## src/rtl/core/bdq_pkg.sv

```systemverilog
// Shared types and constants for the bounded double-ended queue.
// Command and status codes, FSM states and the input/output word structs.
// No dependencies.
package bdq_pkg;

	localparam int DEPTH   = 16;
	localparam int IDX_W   = (DEPTH > 1) ? $clog2(DEPTH) : 1;
	localparam int CNT_W   = $clog2(DEPTH + 1);
	localparam int DATA_W  = 32;
	localparam int ENTRY_W = 5;

	localparam logic [DATA_W-1:0] INT_MIN = {1'b1, {(DATA_W-1){1'b0}}};

	typedef enum logic [1:0] {
		CMD_PUSH_BACK  = 2'd0,
		CMD_PUSH_FRONT = 2'd1,
		CMD_POP_FRONT  = 2'd2,
		CMD_POP_BACK   = 2'd3
	} cmd_t;

	typedef enum logic [1:0] {
		STS_OK        = 2'd0,
		STS_UNDERFLOW = 2'd1,
		STS_OVERFLOW  = 2'd2
	} status_t;

	typedef enum logic {
		S_IDLE,
		S_READ
	} state_t;

	typedef struct packed {
		cmd_t                      command;
		logic signed [DATA_W-1:0] value;
	} in_word_t;

	typedef struct packed {
		logic signed [DATA_W-1:0] front_value;
		logic signed [DATA_W-1:0] back_value;
		logic [ENTRY_W-1:0]       entry_count;
		logic                     is_empty;
		status_t                  status;
	} out_word_t;

endpackage

```

## src/rtl/core/bdq_ram.sv

```systemverilog
// Generic single-write, single-read RAM with registered read data.
// Self-contained; width and depth set by parameters.
module bdq_ram #(
	parameter int WIDTH = 32,
	parameter int DEPTH = 16
) (
	input  logic                                   clk,
	input  logic                                   wr_en,
	input  logic [((DEPTH > 1) ? $clog2(DEPTH) : 1)-1:0] wr_addr,
	input  logic [WIDTH-1:0]                       wr_data,
	input  logic                                   rd_en,
	input  logic [((DEPTH > 1) ? $clog2(DEPTH) : 1)-1:0] rd_addr,
	output logic [WIDTH-1:0]                       rd_data
);

	logic [WIDTH-1:0] mem_q [DEPTH];

	always_ff @(posedge clk) begin
		if (wr_en) begin
			mem_q[wr_addr] <= wr_data;
		end
		if (rd_en) begin
			rd_data <= mem_q[rd_addr];
		end
	end

endmodule

```

## src/rtl/core/bdq_ctrl.sv

```systemverilog
// Deque control: front/back pointers, count, cached end values, RAM access.
// Depends on bdq_pkg; drives the bdq_ram ports and hands results to the top.
module bdq_ctrl
	import bdq_pkg::*;
(
	input  logic              clk,
	input  logic              arst_n,
	input  logic              in_valid,
	output logic              in_ready,
	input  in_word_t          in_data,
	input  logic              res_room,
	output logic              res_valid,
	output out_word_t         res_data,
	output logic              wr_en,
	output logic [IDX_W-1:0]  wr_addr,
	output logic [DATA_W-1:0] wr_data,
	output logic              rd_en,
	output logic [IDX_W-1:0]  rd_addr,
	input  logic [DATA_W-1:0] rd_data
);

	function automatic logic [IDX_W-1:0] idx_inc(input logic [IDX_W-1:0] i);
		return (i == IDX_W'(DEPTH - 1)) ? '0 : i + 1'b1;
	endfunction

	function automatic logic [IDX_W-1:0] idx_dec(input logic [IDX_W-1:0] i);
		return (i == '0) ? IDX_W'(DEPTH - 1) : i - 1'b1;
	endfunction

	state_t            state_q, state_d;
	logic [IDX_W-1:0]  front_idx_q, front_idx_d;
	logic [IDX_W-1:0]  back_idx_q, back_idx_d;
	logic [CNT_W-1:0]  count_q, count_d;
	logic [DATA_W-1:0] front_val_q, front_val_d;
	logic [DATA_W-1:0] back_val_q, back_val_d;
	logic              rd_front_q, rd_front_d;
	logic              accept, is_full, is_none, need_read;
	status_t           status;
	logic [CNT_W+ENTRY_W-1:0] count_ext;

	assign accept  = in_valid && in_ready;
	assign is_full = (count_q == CNT_W'(DEPTH));
	assign is_none = (count_q == '0);

	// Datapath: next pointers, count and cached end values.
	always_comb begin
		front_idx_d = front_idx_q;
		back_idx_d  = back_idx_q;
		count_d     = count_q;
		front_val_d = front_val_q;
		back_val_d  = back_val_q;
		rd_front_d  = rd_front_q;
		status      = STS_OK;
		need_read   = 1'b0;
		wr_en       = 1'b0;
		wr_addr     = back_idx_q;
		wr_data     = in_data.value;
		rd_addr     = front_idx_q;
		if (state_q == S_READ) begin
			if (rd_front_q) begin
				front_val_d = rd_data;
			end else begin
				back_val_d = rd_data;
			end
		end else if (accept) begin
			case (in_data.command)
				CMD_PUSH_BACK: begin
					if (is_full) begin
						status = STS_OVERFLOW;
					end else begin
						back_idx_d = idx_inc(back_idx_q);
						wr_en      = 1'b1;
						wr_addr    = back_idx_d;
						count_d    = count_q + 1'b1;
						back_val_d = in_data.value;
						if (is_none) front_val_d = in_data.value;
					end
				end
				CMD_PUSH_FRONT: begin
					if (is_full) begin
						status = STS_OVERFLOW;
					end else begin
						front_idx_d = idx_dec(front_idx_q);
						wr_en       = 1'b1;
						wr_addr     = front_idx_d;
						count_d     = count_q + 1'b1;
						front_val_d = in_data.value;
						if (is_none) back_val_d = in_data.value;
					end
				end
				CMD_POP_FRONT: begin
					if (is_none) begin
						status = STS_UNDERFLOW;
					end else begin
						front_idx_d = idx_inc(front_idx_q);
						count_d     = count_q - 1'b1;
						rd_addr     = front_idx_d;
						rd_front_d  = 1'b1;
						need_read   = (count_d != '0);
					end
				end
				CMD_POP_BACK: begin
					if (is_none) begin
						status = STS_UNDERFLOW;
					end else begin
						back_idx_d = idx_dec(back_idx_q);
						count_d    = count_q - 1'b1;
						rd_addr    = back_idx_d;
						rd_front_d = 1'b0;
						need_read  = (count_d != '0);
					end
				end
				default: begin
					status = STS_OK;
				end
			endcase
		end
	end

	// Next state.
	always_comb begin
		state_d = state_q;
		case (state_q)
			S_IDLE:  if (accept && need_read) state_d = S_READ;
			S_READ:  state_d = S_IDLE;
			default: state_d = S_IDLE;
		endcase
	end

	// FSM outputs.
	always_comb begin
		in_ready  = 1'b0;
		res_valid = 1'b0;
		rd_en     = 1'b0;
		case (state_q)
			S_IDLE: begin
				in_ready  = res_room;
				rd_en     = accept && need_read;
				res_valid = accept && !need_read;
			end
			S_READ: begin
				res_valid = 1'b1;
			end
			default: begin
				in_ready = 1'b0;
			end
		endcase
	end

	// Result word built from the post-step state.
	assign count_ext = {{ENTRY_W{1'b0}}, count_d};
	always_comb begin
		res_data.entry_count = count_ext[ENTRY_W-1:0];
		res_data.is_empty    = (count_d == '0);
		res_data.status      = status;
		res_data.front_value = (count_d == '0) ? INT_MIN : front_val_d;
		res_data.back_value  = (count_d == '0) ? INT_MIN : back_val_d;
	end

	always_ff @(posedge clk or negedge arst_n) begin
		if (!arst_n) begin
			state_q     <= S_IDLE;
			front_idx_q <= '0;
			back_idx_q  <= IDX_W'(DEPTH - 1);
			count_q     <= '0;
			rd_front_q  <= 1'b0;
		end else begin
			state_q     <= state_d;
			front_idx_q <= front_idx_d;
			back_idx_q  <= back_idx_d;
			count_q     <= count_d;
			rd_front_q  <= rd_front_d;
		end
	end

	always_ff @(posedge clk) begin
		front_val_q <= front_val_d;
		back_val_q  <= back_val_d;
	end

endmodule

```

## src/rtl/core/bounded_double_ended_queue_top.sv

```systemverilog
// Top level of the bounded double-ended queue: control, slot RAM, output register.
// Depends on bdq_pkg, bdq_ram and bdq_ctrl.
//
// Deque of signed 32-bit values, DEPTH slots in a circular RAM. Each input word is
// a command (push back, push front, pop front, pop back) and gives one output
// word with the front and back values, the count, an empty flag and a status.
// Pushes, failed commands and pops that empty the queue give their result directly;
// a pop that leaves values behind passes through S_READ, as the new end value comes from
// the RAM's registered read port. The front and back values are cached in registers.
// An output register holds the result; a word is taken when it is empty or drained.
module bounded_double_ended_queue_top
	import bdq_pkg::*;
(
	input  logic      clk,
	input  logic      arst_n,
	input  logic      in_valid,
	output logic      in_ready,
	input  in_word_t  in_data,
	output logic      out_valid,
	input  logic      out_ready,
	output out_word_t out_data
);

	logic              res_room, res_valid;
	out_word_t         res_data;
	logic              wr_en, rd_en;
	logic [IDX_W-1:0]  wr_addr, rd_addr;
	logic [DATA_W-1:0] wr_data, rd_data;
	logic              out_valid_q;
	out_word_t         out_data_q;

	assign res_room = !out_valid_q || out_ready;

	bdq_ctrl u_ctrl (
		.clk       (clk),
		.arst_n    (arst_n),
		.in_valid  (in_valid),
		.in_ready  (in_ready),
		.in_data   (in_data),
		.res_room  (res_room),
		.res_valid (res_valid),
		.res_data  (res_data),
		.wr_en     (wr_en),
		.wr_addr   (wr_addr),
		.wr_data   (wr_data),
		.rd_en     (rd_en),
		.rd_addr   (rd_addr),
		.rd_data   (rd_data)
	);

	bdq_ram #(
		.WIDTH (DATA_W),
		.DEPTH (DEPTH)
	) u_slots (
		.clk     (clk),
		.wr_en   (wr_en),
		.wr_addr (wr_addr),
		.wr_data (wr_data),
		.rd_en   (rd_en),
		.rd_addr (rd_addr),
		.rd_data (rd_data)
	);

	always_ff @(posedge clk or negedge arst_n) begin
		if (!arst_n) begin
			out_valid_q <= 1'b0;
		end else if (res_valid) begin
			out_valid_q <= 1'b1;
		end else if (out_ready) begin
			out_valid_q <= 1'b0;
		end
	end

	always_ff @(posedge clk) begin
		if (res_valid) begin
			out_data_q <= res_data;
		end
	end

	assign out_valid = out_valid_q;
	assign out_data  = out_data_q;

endmodule
```

## config.mk

```make
export PLATFORM = sky130hd
export DESIGN_NAME = bounded_double_ended_queue_top
export DESIGN_NICKNAME = d
export VERILOG_FILES = /design/src/rtl/core/bdq_pkg.sv /design/src/rtl/core/bdq_ram.sv /design/src/rtl/core/bdq_ctrl.sv /design/src/rtl/core/bounded_double_ended_queue_top.sv
export SDC_FILE = /design/constraint.sdc
export NUM_CORES = 1
export LEC_CHECK = 0
export BUFFER_PORTS_ARGS = -buffer_cell sky130_fd_sc_hd__buf_2
export CAP_MARGIN = 20
export CORE_ASPECT_RATIO = 1.4
export CORE_UTILIZATION = 62
export DETAILED_ROUTE_END_ITERATION = 7
export PLACE_DENSITY_LB_ADDON = 0.12
export SLEW_MARGIN = 20
export SYNTH_ARGS = -nofsm -noshare
export SYNTH_HDL_FRONTEND = slang
export SYNTH_SLANG_ARGS = --single-unit
```

## constraint.sdc

```tcl
create_clock -name clk -period 5.4 [get_ports clk]
set_clock_uncertainty 0.15 [all_clocks]
set_input_delay 0.81 -clock clk [delete_from_list [all_inputs] [get_ports clk]]
set_output_delay 0.81 -clock clk [all_outputs]
set_load 0.05 [all_outputs]
```

Word-level counts from Yosys, hierarchy flattened --
Memories as Yosys holds them, arrays and structs flattened. A register that Yosys moved wholly into a read port is not among the register bits. Index checks and enable logic that the tools add are counted.
Word-level totals: bits in registers 152, output and inout port bits 74, input port bits 38, logic and storage cells 113, RAM bits 512, memories kept 1
Memories:
- u_slots.mem_q | words 16, bits a word 32, rd ports 1, clocked after memory_dff 1, write ports 1, RTL line bdq_ram.sv:16 | logic [WIDTH-1:0] mem_q [DEPTH];
Cells by class: add/sub/neg operators 6, eq/ne operators 9, bitwise operators 2, mux-type cells 60, reduce and logical (&&, ||, !) cells 22
Operator list (number):
- two-way mux 32 bit | 12
- one-hot mux 32 bit (2 select lines) | 2
- two-way mux 4 bit | 14
- one-hot mux 4 bit (2 select lines) | 4
- two-way mux 5 bit | 4
- two-way mux 1 bit | 18
- logical NOT 5 bit | 2
- one-hot mux 5 bit (2 select lines) | 1
- adder 4 x 1 -> 4 bit, second input constant | 2
- equality test 4 bit, second input constant | 2
- logical NOT 4 bit | 2
- AND reduction 4 bit | 2
- nonzero test 2 bit | 4
- subtractor 4 x 1 -> 4 bit, second input constant | 2
- inequality test 2 bit, second input constant | 3
- one-hot mux 1 bit (2 select lines) | 3
- OR reduction 2 bit | 3
- adder 5 x 1 -> 5 bit, second input constant | 1
- equality test 5 bit, second input constant | 1
- AND reduction 5 bit | 1
- nonzero test 5 bit | 1
- subtractor 5 x 1 -> 5 bit, second input constant | 1
- equality test 2 bit, second input constant | 2
- one-hot mux 2 bit (2 select lines) | 1
- other kinds (7) | 11

Longest topological paths before layout --
depth in word-level cells 10, gate-level depth with buffers 12, depth with buffers taken out 9

By module --
From an unflattened synthesis, not the netlist that was laid out.
Second synthesis, totals: cell total of the unflattened synthesis 1796, area total of the unflattened synthesis 29050.4 um^2
Modules (own cells, without submodules):
- bdq_ram | cells each 838, seq. area each 16335.7 um^2, area each 20155.6 um^2, times used 1
- bdq_ctrl | cells each 883, seq. area each 1661.6 um^2, area each 6685.2 um^2, times used 1
- bounded_double_ended_queue_top | cells each 75, seq. area each 2187.1 um^2, area each 2209.6 um^2, times used 1

Worst setup path after synthesis --
Ideal clock, no wire load.
path type input-to-reg, from input in_data[33] (netlist bit), to memory u_slots.mem_q[12][0] (enable), path buffers 3, slack 1.298 ns, data arrival time 3.531 ns, library setup time 0.421 ns, cell stages on the path 9, required time 4.829 ns, cell sequence inv_1 -> ha_1 -> clkbuf_1 -> clkbuf_1 -> clkbuf_1 -> o21ai_0 -> a21oi_1 -> nand3_1 -> nor2_1
On the way: cells in the longest elaborated chain, start to end 7, elaborated cells between the ends (all ways) 11, those cells by class eq/ne (1); mux (8); reduce/logical (2)
RTL lines:
- start, declared | RTL line bounded_double_ended_queue_top.sv:18 | input in_word_t in_data,
- equality test 2 x 1 -> 1 bit / logical NOT 2 bit (equally long branches) | RTL line bdq_ctrl.sv:66 | case (in_data.command)
- OR reduction 2 bit (no line)
- two-way mux 1 bit
- two-way mux 1 bit | RTL line bdq_ctrl.sv:65 | end else if (accept) begin
- two-way mux 1 bit | RTL line bdq_ctrl.sv:59 | if (state_q == S_READ) begin
- two-way mux 1 bit | RTL line bdq_ram.sv:19 | if (wr_en) begin
- two-way mux 1 bit (implied by the code) | RTL line bdq_ram.sv:20 | mem_q[wr_addr] <= wr_data;
- end, declared | RTL line bdq_ram.sv:16
Parallel ways exist; a longest one is shown, timed or not.

Worst setup path after layout --
from register u_ctrl.count_q[0], to register u_slots.rd_data[13], read port of u_slots.mem_q (data pin)
On the way: cells in the longest elaborated chain, start to end 8, elaborated cells between the ends (all ways) 14, those cells by class add/sub (1); mux (10); reduce/logical (3)
RTL lines:
- start, declared | RTL line bdq_ctrl.sv:33 | logic [CNT_W-1:0] count_q, count_d;
- start signal, assigned | RTL line bdq_ctrl.sv:171 | count_q <= count_d;
- subtractor 5 x 1 -> 5 bit | RTL line bdq_ctrl.sv:96, bdq_ctrl.sv:107
- nonzero test 5 bit | RTL line bdq_ctrl.sv:99, bdq_ctrl.sv:110
- two-way mux 1 bit | RTL line bdq_ctrl.sv:92, bdq_ctrl.sv:103
- two-way mux 1 bit
- two-way mux 1 bit | RTL line bdq_ctrl.sv:65
- two-way mux 1 bit | RTL line bdq_ctrl.sv:59
- logical AND 1 bit | RTL line bdq_ctrl.sv:138 | rd_en = accept && need_read;
- two-way mux 1 bit | RTL line bdq_ctrl.sv:135 | case (state_q)
- end, declared | RTL line bdq_ram.sv:13 | output logic [WIDTH-1:0] rd_data
Parallel ways exist; a longest one is shown, timed or not. A chain may end at the register's enable or synchronous reset.

==> metrics.md <==
| Metric | Value |
|---|---|
| Post-CTS Repair Setup Buffers | 0 |
| Fin cells | 3258 |
| TNS Setup | 0 ns |
| Initial antenna violation count | 1 |
| Post-route cell area | between 30000 and 40000 sq um |
| Post-detail-place hpwl | ~44 mm |
| Die W | roughly 190 um |
| Leakage | around 12 nW |
| Drt first-iter violations | between 2000 and 2500 |
| CP startpoint kind | flop |
| Avg Cell Area, Syn | approximately 12 sq um |
| Setup repair after global routing missed its margin | no |
| CP top delay family | simple AND/OR/NAND/NOR gates |
| Top_reg_cell synth | edfxtp_1 |
| Warnings from Yosys | 0 |
| Final hold slack | -0.008315 ns |
| Tmin final | about 4.0 ns |
| Critical path arrival | ~4.3 ns |
| Slowest CP cell | a31oi_1 |
| Sw frac | between 30% and 40% |
| Worst path cell trace | inv_1, ha_1, nor4b_2, buf_4, nor4_2, nor2_1, a31oi_1, nor2b_4, buf_4, nand3_1, nand4_1 |
| Global-route wire length before repair | ~120 mm |
| FMAX | around 0.25 GHz |
| Seq pwr share | about 40% |
| Die area | about 50000 sq um |
| Top cells by area, synth | edfxtp_1 (62%), nand2_1 (7.0%), nand3_1 (4.4%) |
| Max clock buf depth | 3 |
| Rows | 94 |
| Clk sinks | between 600 and 700 |
| RePlAce Congestion | a little under 0.9 |
| Status | finished, violations left |
| Top cell by count, worst path | buf_4 |
| Vias | between 20000 and 25000 |
| Sequential area share after synthesis | about 68% |
| CTS root buf | clkbuf_16 |
| Power Total | roughly 18 mW |
| FF+latch count, synth | just under 700 |
| # placed instances | between 3000 and 4000 |
| Final worst path period share | approximately 75% |
| Multi-input logic area | roughly 8800 sq um |
| GRT overflow | 0 |
| Count of cell types in the netlist | a little over 60 |
| Core area | 47160 sq um |
| Port buffer count | around 110 |
| Internal power | 11.09 mW |
| Num ports | around 110 |
| EDFF count, synth | about 620 |
| Sequential cell area | between 20000 and 25000 sq um |
| Worst Max-Slew Pin Slew | just over 1 ns |
| Drt first pass iters | 7 |
| Placed Area | 31150 sq um |
| Routed WL | about 77 mm |
| CTS tree | yes |
| Post-CTS Hold Buffers | 0 |
| Slew Limit Headroom | 31.47% |
| Setup CP Type | flop to flop |
| H-tree levels | 3 |
| FILL cells | ~3300 |
| Post-cts sizing count | 0 |
| Starting Density | a little over three fifths |
| Layout cells sized above 1 | 11.81% |
| Peak VDD IR | 0.3920 mV |
| Worst-path clk slew | roughly 0.060 ns |
| Via/cell ratio | approximately 6.4 |
| Total CTS buffers | 66 |
| Final Hold Viols | 1 |
| CP Buf/Inv Count | 3 |
| Total global-route track usage | between 30% and 40% |
| Final Util | a little over two thirds |
| Worst Setup End Kind | flop |
| Switching pwr | roughly 6.8 mW |
| Routed Antenna Nets | 0 |
| Remaining DRCs | 0 |
| Async SR Flop Fraction | under 10% |
| Combinational power share | 34.6% |
| Reg-to-reg slack, setup | 1.37 ns |
| CP Max Fanout | 21 |
| Clock Latency Late Sink | 0.61 ns |
| Netlist Area Pre-Place | between 20000 and 30000 sq um |
| PD cells | about 540 nW/um^2 |
| Violations in the final reports | negative hold slack |
| Syn nets | between 2000 and 3000 |
| Max Cap Viol | 0 |
| Layout area overhead | 11.62% |
| Largest net degree at the start of global routing | between 100 and 150 |
| Cell count after synthesis | ~2500 |
| Routed length per instance | ~24 um |
| Clock Power Share | about a quarter |
| Post-synth top area share | between 60% and 70% |
| Die Ht | 261.0 um |
| Cell taking the most area after synthesis | edfxtp_1 |
| Slew Viols, Final | 0 |
| Vias in the first global route | about 20000 |
| Diodes inserted | 0 |
| Final-report setup violation count | 0 |
| Worst hold path class | primary input to async pin |
| CP Data Required Time | between 5 and 6 ns |
| CP max stage delay | between 0.5 and 0.6 ns |
| Layout Nets | 2636 |
-- state kept, by name, indices dropped and copies added (netlist names) --
register,flops
u_ctrl.count_q,5
u_ctrl.state_q,1
u_slots.rd_data,32
u_ctrl.front_val_q,32
u_ctrl.back_val_q,32
u_slots.mem_q,512
u_ctrl.rd_front_q,1
u_ctrl.front_idx_q,4
out_data,72
out_valid,1
u_ctrl.back_idx_q,4
-- path summary, 6_finish.rpt --
path | start | to | cells past startpoint
hold reg to reg | u_ctrl.back_idx_q[1]$_DFFE_PN1P_ | u_ctrl.back_idx_q[1]$_DFFE_PN1P_ | 2
max in group asynchronous | arst_n | u_ctrl.state_q$_DFF_PN0_ | 1
setup reg to reg | u_ctrl.count_q[0]$_DFF_PN0_ | u_slots.rd_data[13]$_DFFE_PP_ | 11
setup / recovery | u_ctrl.count_q[0]$_DFF_PN0_ | u_slots.rd_data[13]$_DFFE_PP_ | 11
min in group clk | u_ctrl.back_idx_q[1]$_DFFE_PN1P_ | u_ctrl.back_idx_q[1]$_DFFE_PN1P_ | 2
hold / removal | arst_n | u_ctrl.front_idx_q[2]$_DFFE_PN0P_ | 1
-- per-layer routing --
layer  up-vias  wire (um)  global-route usage (%)
li1       9413          -                       -
met1     10210      31030                   43.80
met2      1098      37400                   51.44
met3       142       6239                   3.913
met4         0       1981                   11.66
met5         -          0                       0
-- power by group through the flow --
stage               Clock, mW  Combinational, mW  Sequential (mW)
global route             4.64               6.76             7.40
CTS                      4.44               6.16             7.31
finish                   4.40               6.20             7.34
detailed placement          0               6.12             7.41
floorplan                   0               3.88             7.86
global placement            0               5.99             7.39
-- worst register-to-register path: cells and delay by family, from the launching register on --
family | cells | cell delay (ns)
AO/OA/AOI/OAI | 1 | 0.59
adder cells (fa/ha/maj) | 1 | 0.30
buffers and inverters | 3 | 0.77
flip-flops | 1 | 0.51
AND/OR/NAND/NOR | 6 | 1.58
-- cell families (layout without fill, tap and decap cells) --
logic type | after synthesis | in the layout | synth area share (%)
and+or+nand+nor | 999 | 999 | 15.06
xor gates and xnor gates | 10 | 10 | 0.2949
DFF | 696 | 696 | 67.95
AOI/OAI and AO/OA | 552 | 552 | 10.97
adders and majority gates | 11 | 11 | 0.4633
buffers and inverters | 206 | 301 | 3.067
muxes | 65 | 65 | 2.195
-- cells in the mapped netlist, types with 3 or more instances --
cell / number
buf_2: 71
o21ai_0: 139
buf_6: 6
nor2b_1: 68
o22ai_1: 4
and3_1: 3
ha_1: 11
mux2i_1: 64
nand3_1: 261
dfstp_2: 4
xor2_1: 3
xnor2_1: 7
a21oi_2: 8
dfxtp_1: 64
o21ai_1: 5
nand2_1: 557
a22oi_1: 4
a221oi_1: 32
clkbuf_1: 105
or2_2: 4
a31oi_1: 5
buf_1: 6
nor3_1: 5
dfrtp_1: 12
a21oi_1: 234
a211oi_1: 97
nand2b_1: 9
inv_1: 16
a32oi_1: 3
nor2_1: 42
edfxtp_1: 616
nand4_1: 35
-- cells in the final DEF (no fill, tap or decap), types with 64 or more instances in the layout --
cell	n
nand3_1	261
clkbuf_16	68
a21oi_1	234
buf_2	111
dfxtp_1	64
nor2b_1	66
o21ai_0	139
edfxtp_1	616
a211oi_1	97
nand2_1	557
-- through the flow --
step | worst slack, ns | hold slack, ns
floorplan | 1.298 | 0.3564
global placement | 1.166 | 0.3804
detailed placement | 1.037 | 0.3759
CTS | 1.401 | 0.007173
global route | 1.176 | 0.02107
finish | 1.368 | -0.008315
-- final cells by class --
cell class	count	area share, %
repair buffers	169	3.894
clock buffers	86	5.457
inverters	17	0.1925
clock inverters	29	0.5963
multi-input cells	1637	26.60
well taps	624	2.355
flip-flops and latches	696	60.90
Power figures use the tool's default switching activity.
